### src/sv/art_pkg.sv
`timescale 1ns / 1ps
package art_pkg;
    localparam int DepthDefault = 64;
    localparam int IdW = 32;
    localparam int TimeW = 16;
    localparam int RetryW = 4;
    localparam int TimeoutW = 8;
    localparam int CfgIdxW = 1;
    localparam int CfgDataW = 8;
    localparam logic [TimeoutW-1:0] TimeoutReset = 8'd2;
    localparam logic [RetryW-1:0] LimitReset = 4'd3;
    localparam logic [RetryW-1:0] RetryMax = 4'd15;

    typedef enum logic [1:0] {
        OP_ADD = 2'd0,
        OP_ACK = 2'd1,
        OP_TICK = 2'd2,
        OP_NONE = 2'd3
    } op_t;

    typedef enum logic [2:0] {
        KIND_ADDED = 3'd0,
        KIND_FULL = 3'd1,
        KIND_ACKED = 3'd2,
        KIND_UNMATCHED = 3'd3,
        KIND_RESEND = 3'd4,
        KIND_DROPPED = 3'd5
    } kind_t;

    localparam logic [CfgIdxW-1:0] REG_TIMEOUT = 1'd0;
    localparam logic [CfgIdxW-1:0] REG_LIMIT = 1'd1;

    typedef struct packed {
        logic [1:0] op;
        logic [IdW-1:0] msg_id;
    } in_word_t;

    typedef struct packed {
        logic [2:0] kind;
        logic [IdW-1:0] msg_id_res;
        logic [RetryW-1:0] retry_count;
        logic last;
    } out_word_t;
endpackage

### src/sv/art_front.sv
`timescale 1ns / 1ps
module art_front (
    input  logic clk,
    input  logic rst_n,
    input  logic push,
    output logic full,
    input  art_pkg::in_word_t in_word,
    output logic q_valid,
    input  logic q_take,
    output art_pkg::in_word_t q_word
);
    import art_pkg::*;

    localparam int QD = 2;

    in_word_t mem_reg [QD];
    logic rd_ptr_reg, rd_ptr_next, wr_ptr_reg, wr_ptr_next;
    logic [1:0] cnt_reg, cnt_next;
    logic do_push, do_pop;

    // drop unused op codes at the door
    assign full = (cnt_reg == 2'(QD));
    assign do_push = push && !full && (in_word.op != OP_NONE);
    assign do_pop = q_take && q_valid;
    assign q_valid = (cnt_reg != 2'd0);
    assign q_word = mem_reg[rd_ptr_reg];

    always_comb
    begin
        rd_ptr_next = rd_ptr_reg + 1'(do_pop);
        wr_ptr_next = wr_ptr_reg + 1'(do_push);
        cnt_next = cnt_reg + 2'(do_push) - 2'(do_pop);
    end

    always_ff @(posedge clk)
    begin
        if (do_push)
        begin
            mem_reg[wr_ptr_reg] <= in_word;
        end
    end

    always_ff @(posedge clk or negedge rst_n)
    begin
        if (!rst_n)
        begin
            rd_ptr_reg <= 1'b0;
            wr_ptr_reg <= 1'b0;
            cnt_reg <= 2'd0;
        end
        else
        begin
            rd_ptr_reg <= rd_ptr_next;
            wr_ptr_reg <= wr_ptr_next;
            cnt_reg <= cnt_next;
        end
    end
endmodule

### src/sv/art_back.sv
`timescale 1ns / 1ps
module art_back #(
    parameter int DEPTH = art_pkg::DepthDefault
) (
    input  logic clk,
    input  logic rst_n,
    input  logic q_valid,
    output logic q_take,
    input  art_pkg::in_word_t q_word,
    input  logic [art_pkg::TimeoutW-1:0] retry_timeout,
    input  logic [art_pkg::RetryW-1:0] retry_limit,
    output logic empty,
    input  logic pop,
    output art_pkg::out_word_t out_word,
    output logic idle
);
    import art_pkg::*;

    localparam int AW = (DEPTH > 1) ? $clog2(DEPTH) : 1;
    localparam int CW = $clog2(DEPTH + 1);

    typedef enum logic [6:0] {
        S_IDLE = 7'b0000001,
        S_READ = 7'b0000010,
        S_EVAL = 7'b0000100,
        S_MOVE = 7'b0001000,
        S_MOVE2 = 7'b0010000,
        S_EMIT = 7'b0100000,
        S_DONE = 7'b1000000
    } st_t;

    logic [IdW-1:0] id_mem [DEPTH];
    logic [TimeW-1:0] sent_mem [DEPTH];
    logic [RetryW-1:0] ret_mem [DEPTH];

    st_t st_reg;
    logic [1:0] op_reg;
    logic [IdW-1:0] key_reg;
    logic [CW-1:0] count_reg;
    logic [CW-1:0] idx_reg;
    logic [TimeW-1:0] now_reg;
    logic [IdW-1:0] rd_id_reg;
    logic [TimeW-1:0] rd_sent_reg;
    logic [RetryW-1:0] rd_ret_reg;
    logic found_reg;
    logic out_valid_reg;
    logic out_open_reg;
    out_word_t out_reg;
    out_word_t pend_reg;
    logic after_emit_idx_inc_reg;
    logic done_after_reg;

    logic [TimeW-1:0] age;
    logic [RetryW-1:0] rc_inc;
    logic [AW-1:0] idx_a;
    logic [CW-1:0] lastp;
    logic out_free;
    logic load_out;

    assign idx_a = idx_reg[AW-1:0];
    assign lastp = count_reg - CW'(1);
    assign age = now_reg - rd_sent_reg;
    assign rc_inc = (rd_ret_reg == RetryMax) ? rd_ret_reg : rd_ret_reg + RetryW'(1);
    assign out_free = !out_valid_reg || (pop && !out_open_reg);
    assign load_out = (st_reg == S_EMIT) && out_free;
    assign empty = !out_valid_reg || out_open_reg;
    assign out_word = out_reg;
    assign q_take = (st_reg == S_IDLE) && q_valid;
    assign idle = (st_reg == S_IDLE) && !q_valid && !out_valid_reg;

    // table read and write
    always_ff @(posedge clk)
    begin
        if (st_reg == S_READ)
        begin
            rd_id_reg <= id_mem[idx_a];
            rd_sent_reg <= sent_mem[idx_a];
            rd_ret_reg <= ret_mem[idx_a];
        end
        else if (st_reg == S_MOVE)
        begin
            rd_id_reg <= id_mem[count_reg[AW-1:0]];
            rd_sent_reg <= sent_mem[count_reg[AW-1:0]];
            rd_ret_reg <= ret_mem[count_reg[AW-1:0]];
        end
        if (st_reg == S_IDLE && q_valid && q_word.op == OP_ADD && count_reg < CW'(DEPTH))
        begin
            id_mem[count_reg[AW-1:0]] <= q_word.msg_id;
            sent_mem[count_reg[AW-1:0]] <= now_reg;
            ret_mem[count_reg[AW-1:0]] <= '0;
        end
        else if (st_reg == S_MOVE2)
        begin
            id_mem[idx_a] <= rd_id_reg;
            sent_mem[idx_a] <= rd_sent_reg;
            ret_mem[idx_a] <= rd_ret_reg;
        end
        else if (st_reg == S_EVAL && op_reg == OP_TICK
                 && age >= TimeW'(retry_timeout) && rc_inc <= retry_limit)
        begin
            sent_mem[idx_a] <= now_reg;
            ret_mem[idx_a] <= rc_inc;
        end
    end

    always_ff @(posedge clk or negedge rst_n)
    begin
        if (!rst_n)
        begin
            st_reg <= S_IDLE;
            count_reg <= '0;
            now_reg <= '0;
            out_valid_reg <= 1'b0;
            out_open_reg <= 1'b0;
            idx_reg <= '0;
            op_reg <= OP_NONE;
            found_reg <= 1'b0;
            after_emit_idx_inc_reg <= 1'b0;
            done_after_reg <= 1'b0;
        end
        else
        begin
            if (pop && !empty && !load_out)
            begin
                out_valid_reg <= 1'b0;
            end
            unique case (st_reg)
                S_IDLE:
                begin
                    if (q_valid)
                    begin
                        op_reg <= q_word.op;
                        key_reg <= q_word.msg_id;
                        idx_reg <= '0;
                        found_reg <= 1'b0;
                        if (q_word.op == OP_ADD)
                        begin
                            pend_reg.kind <= (count_reg < CW'(DEPTH)) ? KIND_ADDED : KIND_FULL;
                            pend_reg.msg_id_res <= q_word.msg_id;
                            pend_reg.retry_count <= '0;
                            pend_reg.last <= 1'b1;
                            if (count_reg < CW'(DEPTH))
                            begin
                                count_reg <= count_reg + CW'(1);
                            end
                            st_reg <= S_EMIT;
                            done_after_reg <= 1'b1;
                        end
                        else
                        begin
                            if (q_word.op == OP_TICK)
                            begin
                                now_reg <= now_reg + TimeW'(1);
                            end
                            st_reg <= S_DONE;
                        end
                    end
                end
                S_DONE:
                begin
                    // scan check: end of table
                    if (idx_reg >= count_reg)
                    begin
                        if (op_reg == OP_ACK && !found_reg)
                        begin
                            pend_reg.kind <= KIND_UNMATCHED;
                            pend_reg.msg_id_res <= key_reg;
                            pend_reg.retry_count <= '0;
                            pend_reg.last <= 1'b1;
                            done_after_reg <= 1'b1;
                            st_reg <= S_EMIT;
                        end
                        else
                        begin
                            if (op_reg == OP_TICK && found_reg)
                            begin
                                out_reg.last <= 1'b1;
                                out_open_reg <= 1'b0;
                            end
                            st_reg <= S_IDLE;
                        end
                    end
                    else
                    begin
                        st_reg <= S_READ;
                    end
                end
                S_READ:
                begin
                    st_reg <= S_EVAL;
                end
                S_EVAL:
                begin
                    if (op_reg == OP_ACK)
                    begin
                        if (rd_id_reg == key_reg)
                        begin
                            pend_reg.kind <= KIND_ACKED;
                            pend_reg.msg_id_res <= key_reg;
                            pend_reg.retry_count <= rd_ret_reg;
                            pend_reg.last <= 1'b1;
                            found_reg <= 1'b1;
                            count_reg <= lastp;
                            after_emit_idx_inc_reg <= 1'b0;
                            done_after_reg <= 1'b1;
                            st_reg <= S_MOVE;
                        end
                        else
                        begin
                            idx_reg <= idx_reg + CW'(1);
                            st_reg <= S_DONE;
                        end
                    end
                    else if (age >= TimeW'(retry_timeout))
                    begin
                        pend_reg.msg_id_res <= rd_id_reg;
                        pend_reg.retry_count <= rc_inc;
                        pend_reg.last <= 1'b0;
                        done_after_reg <= 1'b0;
                        if (rc_inc > retry_limit)
                        begin
                            pend_reg.kind <= KIND_DROPPED;
                            count_reg <= lastp;
                            st_reg <= S_MOVE;
                        end
                        else
                        begin
                            pend_reg.kind <= KIND_RESEND;
                            after_emit_idx_inc_reg <= 1'b1;
                            st_reg <= S_EMIT;
                        end
                    end
                    else
                    begin
                        idx_reg <= idx_reg + CW'(1);
                        st_reg <= S_DONE;
                    end
                end
                S_MOVE:
                begin
                    // count already lowered: it now indexes the last entry
                    st_reg <= S_MOVE2;
                end
                S_MOVE2:
                begin
                    after_emit_idx_inc_reg <= 1'b0;
                    st_reg <= S_EMIT;
                end
                S_EMIT:
                begin
                    // hold one result back so last can be set at scan end
                    if (out_valid_reg && out_open_reg)
                    begin
                        out_open_reg <= 1'b0;
                    end
                    else if (out_free)
                    begin
                        out_reg <= pend_reg;
                        out_valid_reg <= 1'b1;
                        out_open_reg <= !pend_reg.last;
                        if (after_emit_idx_inc_reg)
                        begin
                            idx_reg <= idx_reg + CW'(1);
                        end
                        after_emit_idx_inc_reg <= 1'b0;
                        found_reg <= found_reg || (op_reg == OP_TICK);
                        st_reg <= done_after_reg ? S_IDLE : S_DONE;
                        done_after_reg <= 1'b0;
                    end
                end
                default:
                begin
                    st_reg <= S_IDLE;
                end
            endcase
        end
    end
endmodule

### src/sv/ack_retransmit_tracker.sv
`timescale 1ns / 1ps
// Retransmission tracker for messages awaiting acknowledgement.
// Input channel: push/full carrying in_word (op, msg_id). Results: empty/pop
// carrying out_word (kind, msg_id_res, retry_count, last).
// A two-word input queue feeds a table engine that walks up to DEPTH entries
// through a single-port table, one entry at a time.
// Add: the word is taken in S_IDLE and its result loaded in S_EMIT.
// Ack and tick: taken in S_IDLE; each entry passed over takes S_DONE, S_READ,
// S_EVAL; a resend adds S_EMIT, a drop or matched ack S_MOVE, S_MOVE2, S_EMIT;
// an unmatched ack shows its result through S_EMIT after the scan ends.
// One item is processed at a time; the next waits in the input queue.
// Each result goes out through a one-word output register. A tick result stays
// hidden there until the next one arrives or the scan ends, so last can be set;
// the next result then waits for the pop.
// When the receiver stalls pop, the engine holds and the input queue fills.
// Ticks that age nothing give no result. Reset clears the entry count, tick
// counter, queues and sets retry_timeout to 2 and retry_limit to 3.
// Configuration writes apply at once; keeping them to idle is up to the user.
module ack_retransmit_tracker #(
    parameter int DEPTH = art_pkg::DepthDefault
) (
    input  logic clk,
    input  logic rst_n,
    input  logic push,
    output logic full,
    input  art_pkg::in_word_t in_word,
    output logic empty,
    input  logic pop,
    output art_pkg::out_word_t out_word,
    input  logic cfg_we,
    input  logic [art_pkg::CfgIdxW-1:0] cfg_idx,
    input  logic [art_pkg::CfgDataW-1:0] cfg_data
);
    import art_pkg::*;

    logic q_valid, q_take, idle;
    in_word_t q_word;
    logic [TimeoutW-1:0] timeout_reg;
    logic [RetryW-1:0] limit_reg;
    logic b_empty;
    out_word_t b_word;

    always_ff @(posedge clk or negedge rst_n)
    begin
        if (!rst_n)
        begin
            timeout_reg <= TimeoutReset;
            limit_reg <= LimitReset;
        end
        else if (cfg_we)
        begin
            unique case (cfg_idx)
                REG_TIMEOUT: timeout_reg <= cfg_data;
                REG_LIMIT: limit_reg <= cfg_data[RetryW-1:0];
                default: ;
            endcase
        end
    end

    art_front u_front (
        .clk(clk), .rst_n(rst_n), .push(push), .full(full), .in_word(in_word),
        .q_valid(q_valid), .q_take(q_take), .q_word(q_word)
    );

    art_back #(.DEPTH(DEPTH)) u_back (
        .clk(clk), .rst_n(rst_n), .q_valid(q_valid), .q_take(q_take),
        .q_word(q_word), .retry_timeout(timeout_reg), .retry_limit(limit_reg),
        .empty(b_empty), .pop(pop), .out_word(b_word), .idle(idle)
    );

    assign empty = b_empty;
    assign out_word = b_word;

    a_kind: assert property (@(posedge clk) disable iff (!rst_n)
        !empty |-> (out_word.kind <= KIND_DROPPED))
        else $error("bad result kind");
    a_idle: assert property (@(posedge clk) disable iff (!rst_n)
        idle |-> empty)
        else $error("idle with pending result");
    a_hold: assert property (@(posedge clk) disable iff (!rst_n)
        (!empty && !pop) |=> !empty)
        else $error("result lost");
endmodule

### config.mk
export PLATFORM = sky130hd
export DESIGN_NAME = ack_retransmit_tracker
export DESIGN_NICKNAME = d
export VERILOG_FILES = /design/src/sv/art_pkg.sv /design/src/sv/art_front.sv /design/src/sv/art_back.sv /design/src/sv/ack_retransmit_tracker.sv
export SDC_FILE = /design/constraint.sdc
export NUM_CORES = 2
export LEC_CHECK = 0
export BUFFER_PORTS_ARGS = -buffer_cell sky130_fd_sc_hd__buf_2
export CAP_MARGIN = 5
export CORE_ASPECT_RATIO = 0.75
export CORE_UTILIZATION = 50
export DETAILED_ROUTE_END_ITERATION = 8
export PLACE_DENSITY = 0.68
export SETUP_SLACK_MARGIN = 0.5
export SLEW_MARGIN = 20
export SYNTH_ARGS = -nofsm -noshare
export SYNTH_HDL_FRONTEND = slang
export SYNTH_SLANG_ARGS = --single-unit
### constraint.sdc
create_clock -name clk -period 7.6 [get_ports clk]
set_input_delay 1.14 -clock clk [delete_from_list [all_inputs] [get_ports clk]]
set_output_delay 1.14 -clock clk [all_outputs]
set_load 0.1 [all_outputs]
==> impl_metrics.csv <==
group,metric,value,unit
yosys,yosys_warnings,0,
hold_path,hold_class,"input port to asynchronous set/reset pin",
final_layout,drive_above_1_share,42.54,%
cts,cts_buffers,360,
grt,grt.total_usage,30.66,%
worst_setup_path,crit_path_max_fanout,42,
sta,hold_violations,0,
floorplan,dieWidth,669.4,um
worst_setup_path,crit_path_start_kind,"flop",
cts,clock_sinks,3620,
worst_setup_path,reg2regPathDepth,19,
grt,grt_max_degree,138,
sta,setup_violations,0,
yosys,ys_async_sr_fraction,1.657,%
cts,cts_buffer_depth,4,
yosys,synth_top_area_share,64.01,%
cts,cts_tree,"built",
cts,clock_latency,930,ps
yosys,synth.area.top_cells,"edfxtp_1, mux4_2, dfrtp_1, clkbuf_1, mux2_2",
worst_setup_path,path_cells,"ha_1 > o21ai_0 > a21oi_1 > o21a_1 > o21ai_0 > nand2b_1 > a21oi_1 > xnor2_1 > ha_1 > a22oi_1 > o31ai_1 > a2111oi_0 > nand4_1 > nor4_4 > a2111oi_4 > buf_4 > o2111ai_2 > a22oi_2 > buf_4",
sta,slew_headroom,10.56,%
cts,ctsResizeCount,0,
yosys,synth_top_family_by_area,"multiplexers",
yosys,synth_edf_count,3560,
grt,antenna_found_initial,52,
sta,slew_viol_final,0,
sta,clock_skew,92.35,ps
final_layout,finalNetCount,7800,
yosys,yosysMostFrequentCell,"edfxtp_1",
final_layout,top_regs,"u_back.id_mem: 2048 flops, u_back.sent_mem: 1024 flops, u_back.ret_mem: 256 flops",
final_layout,max_flop_register,"u_back.id_mem",
floorplan,start_util,50.34,%
final_layout,final_util,56.29,%
power_and_ir_drop,power.density,332.5,nW/um^2
sta,worst_pin_slew,1334,ps
yosys,yosys.area.top_type,"edfxtp_1",
yosys,synth_ff_type,"edfxtp_1",
yosys,synth_cell_types,74,
yosys,ys_ff_latch,3620,
floorplan,core,331800,um^2
placed_design,dp_cells,11779,
yosys,synth_fa_ha_area_share,0.3686,%
floorplan,dieArea,336400,um^2
yosys,yosys.area_share.xor_xnor,0.3566,%
placed_design,post-dp-hpwl,315.4,mm
yosys,synth_compound_area_share,1.223,%
yosys,synth-seq-area-share,64.91,%
job,max_cap_viol_count,0,
status,run_status,"completed",
cts,holdBufCountCts,0,
detailed_routing,drc,0,
sta,period_share,73.60,%
yosys,syn-num-nets,7609,
yosys,synthSimpleGateAreaFrac,1.408,%
sta,rsz0062_at_grt,"false",
yosys,synth.avg_cell_area,22.23,um^2
worst_setup_path,slowest_delay,550,ps
worst_setup_path,required,8260,ps
grt,grt_pass1_vias,89087,
sta,whs,79.28,ps
cts,cts_setup_buffers,0,
detailed_routing,first_iter_violations,15860,
cts,cts_root_buf,"clkbuf_16",
worst_setup_path,crit_type,"flop to flop",
final_layout,syn_to_final_growth,11.82,%
yosys,yosys-mux-area-fraction,30.16,%
worst_setup_path,worstPathArrival,6250,ps
detailed_routing,first_pass_iters,8,
sta,tns,0,ps
placed_design,gp_congestion,0.9582,
yosys,synthCells,7513,
detailed_routing,totalWireLength,517.5,mm
cts,cts.clk_slew.worst_paths,70,ps
sta,fin_crit,5593,ps
final_layout,largest_reg_flops,2048,
worst_setup_path,crit_path_end_kind,"flop",
floorplan,ios,90,
yosys,synth_common_cells,"edfxtp_1, mux4_2, clkbuf_1, nor2_1, nand2_1",
cts,cts_max_level,5,
grt,grt_first_pass_wirelength,716.5,mm
grt,grt-ovfl-total,0,
worst_setup_path,cp_slowest_cell,"o2111ai_2",
final_layout,final_cells,12452,
power_and_ir_drop,ir_drop,0.0003682,V
detailed_routing,via_per_inst,7.332,
placed_design,numPortBuffers,89,
floorplan,std_cell_rows,183,
detailed_routing,num_vias,91304,
detailed_routing,wl_per_cell,41.56,um
yosys,syn_area,167000,um^2
sta,fmax,178.8,MHz
detailed_routing,ant_nets,0,
floorplan,die_y,502.5,um
power_and_ir_drop,p_leak,54.30,nW
## power by group
group / internal, mW / switching, mW
clock: 9.82 / 7.77
sequential: 24.0 / 0.437
combinational: 8.36 / 11.7
## layer usage
layer  GRT usage [%]  part of all wire, %  up-vias
li1                -                    -    33758
met2           41.42                   42     7260
met5          0.3941                0.088        -
met3           14.16                   17      972
met1           44.83                   37    49272
met4           8.652                  3.1       42
## area by class of cell
cell class / count / area [um^2]
Clock buffer: 450 / 9474
Timing Repair Buffer: 393 / 3547
Fill cell: 23814 / 145000
Tap cell: 4440 / 5555
Antenna cell: 20 / 50.05
Multi-Input combinational cell: 3235 / 57490
Inverter: 94 / 372.9
Clock inverter: 200 / 1823
Sequential cell: 3620 / 108400
## cells in the final DEF (no fill, tap or decap), types with 57 or more instances in the layout
master / netlist / final
mux2_2: 90 / 90
inv_1: 88 / 87
clkinv_2: 0 / 67
nor2_4: 0 / 98
buf_2: 102 / 89
edfxtp_1: 3560 / 3560
clkinv_1: 3 / 76
nor2_1: 247 / 147
clkbuf_16: 0 / 366
clkbuf_1: 358 / 84
buf_4: 0 / 241
xnor2_1: 57 / 57
mux4_2: 2184 / 2184
nand2_1: 143 / 142
## final timing paths
kind	startpoint	to	slack (ps)
setup / recovery	u_back.now_reg[2]	u_back.sent_mem[43][0]	2010
hold / removal	rst_n	u_back.out_valid_reg	80
setup reg to reg	u_back.now_reg[2]	u_back.sent_mem[43][0]	2010
hold reg to reg	u_back.pend_reg[22]	u_back.out_word[22]	420
max in group asynchronous	rst_n	u_back.idx_reg[3]	6350
min in group clk	u_back.pend_reg[22]	u_back.out_word[22]	420
## cell families after synthesis
kind of cell	Yosys count
mux	2291
flops	3620
buf+inv	658
fa+ha+maj	48
compound gates	293
simple gates	535
xor+xnor	68
## stage by stage
step | worst slack (ps) | total power [mW] | instance area (um^2)
after floorplan | 2285 | 37.47 | 167000
after detailed placement | 2034 | 44.44 | 175300
after global routing | 1587 | 63.65 | 186700
after CTS | 2067 | 61.79 | 186600
final | 2007 | 62.09 | 186800
after global placement | 1806 | 44.18 | 174900
## worst max-delay path: cells and delay by family, from the launching register on
family | cells | cell delay (ps)
AO/OA/AOI/OAI | 11 | 2640
XOR/XNOR | 1 | 140
adder cells (fa/ha/maj) | 2 | 630
buffers and inverters | 2 | 660
flip-flops | 1 | 440
AND/OR/NAND/NOR | 3 | 780
No activity file was read; power rests on OpenSTA's default activity.
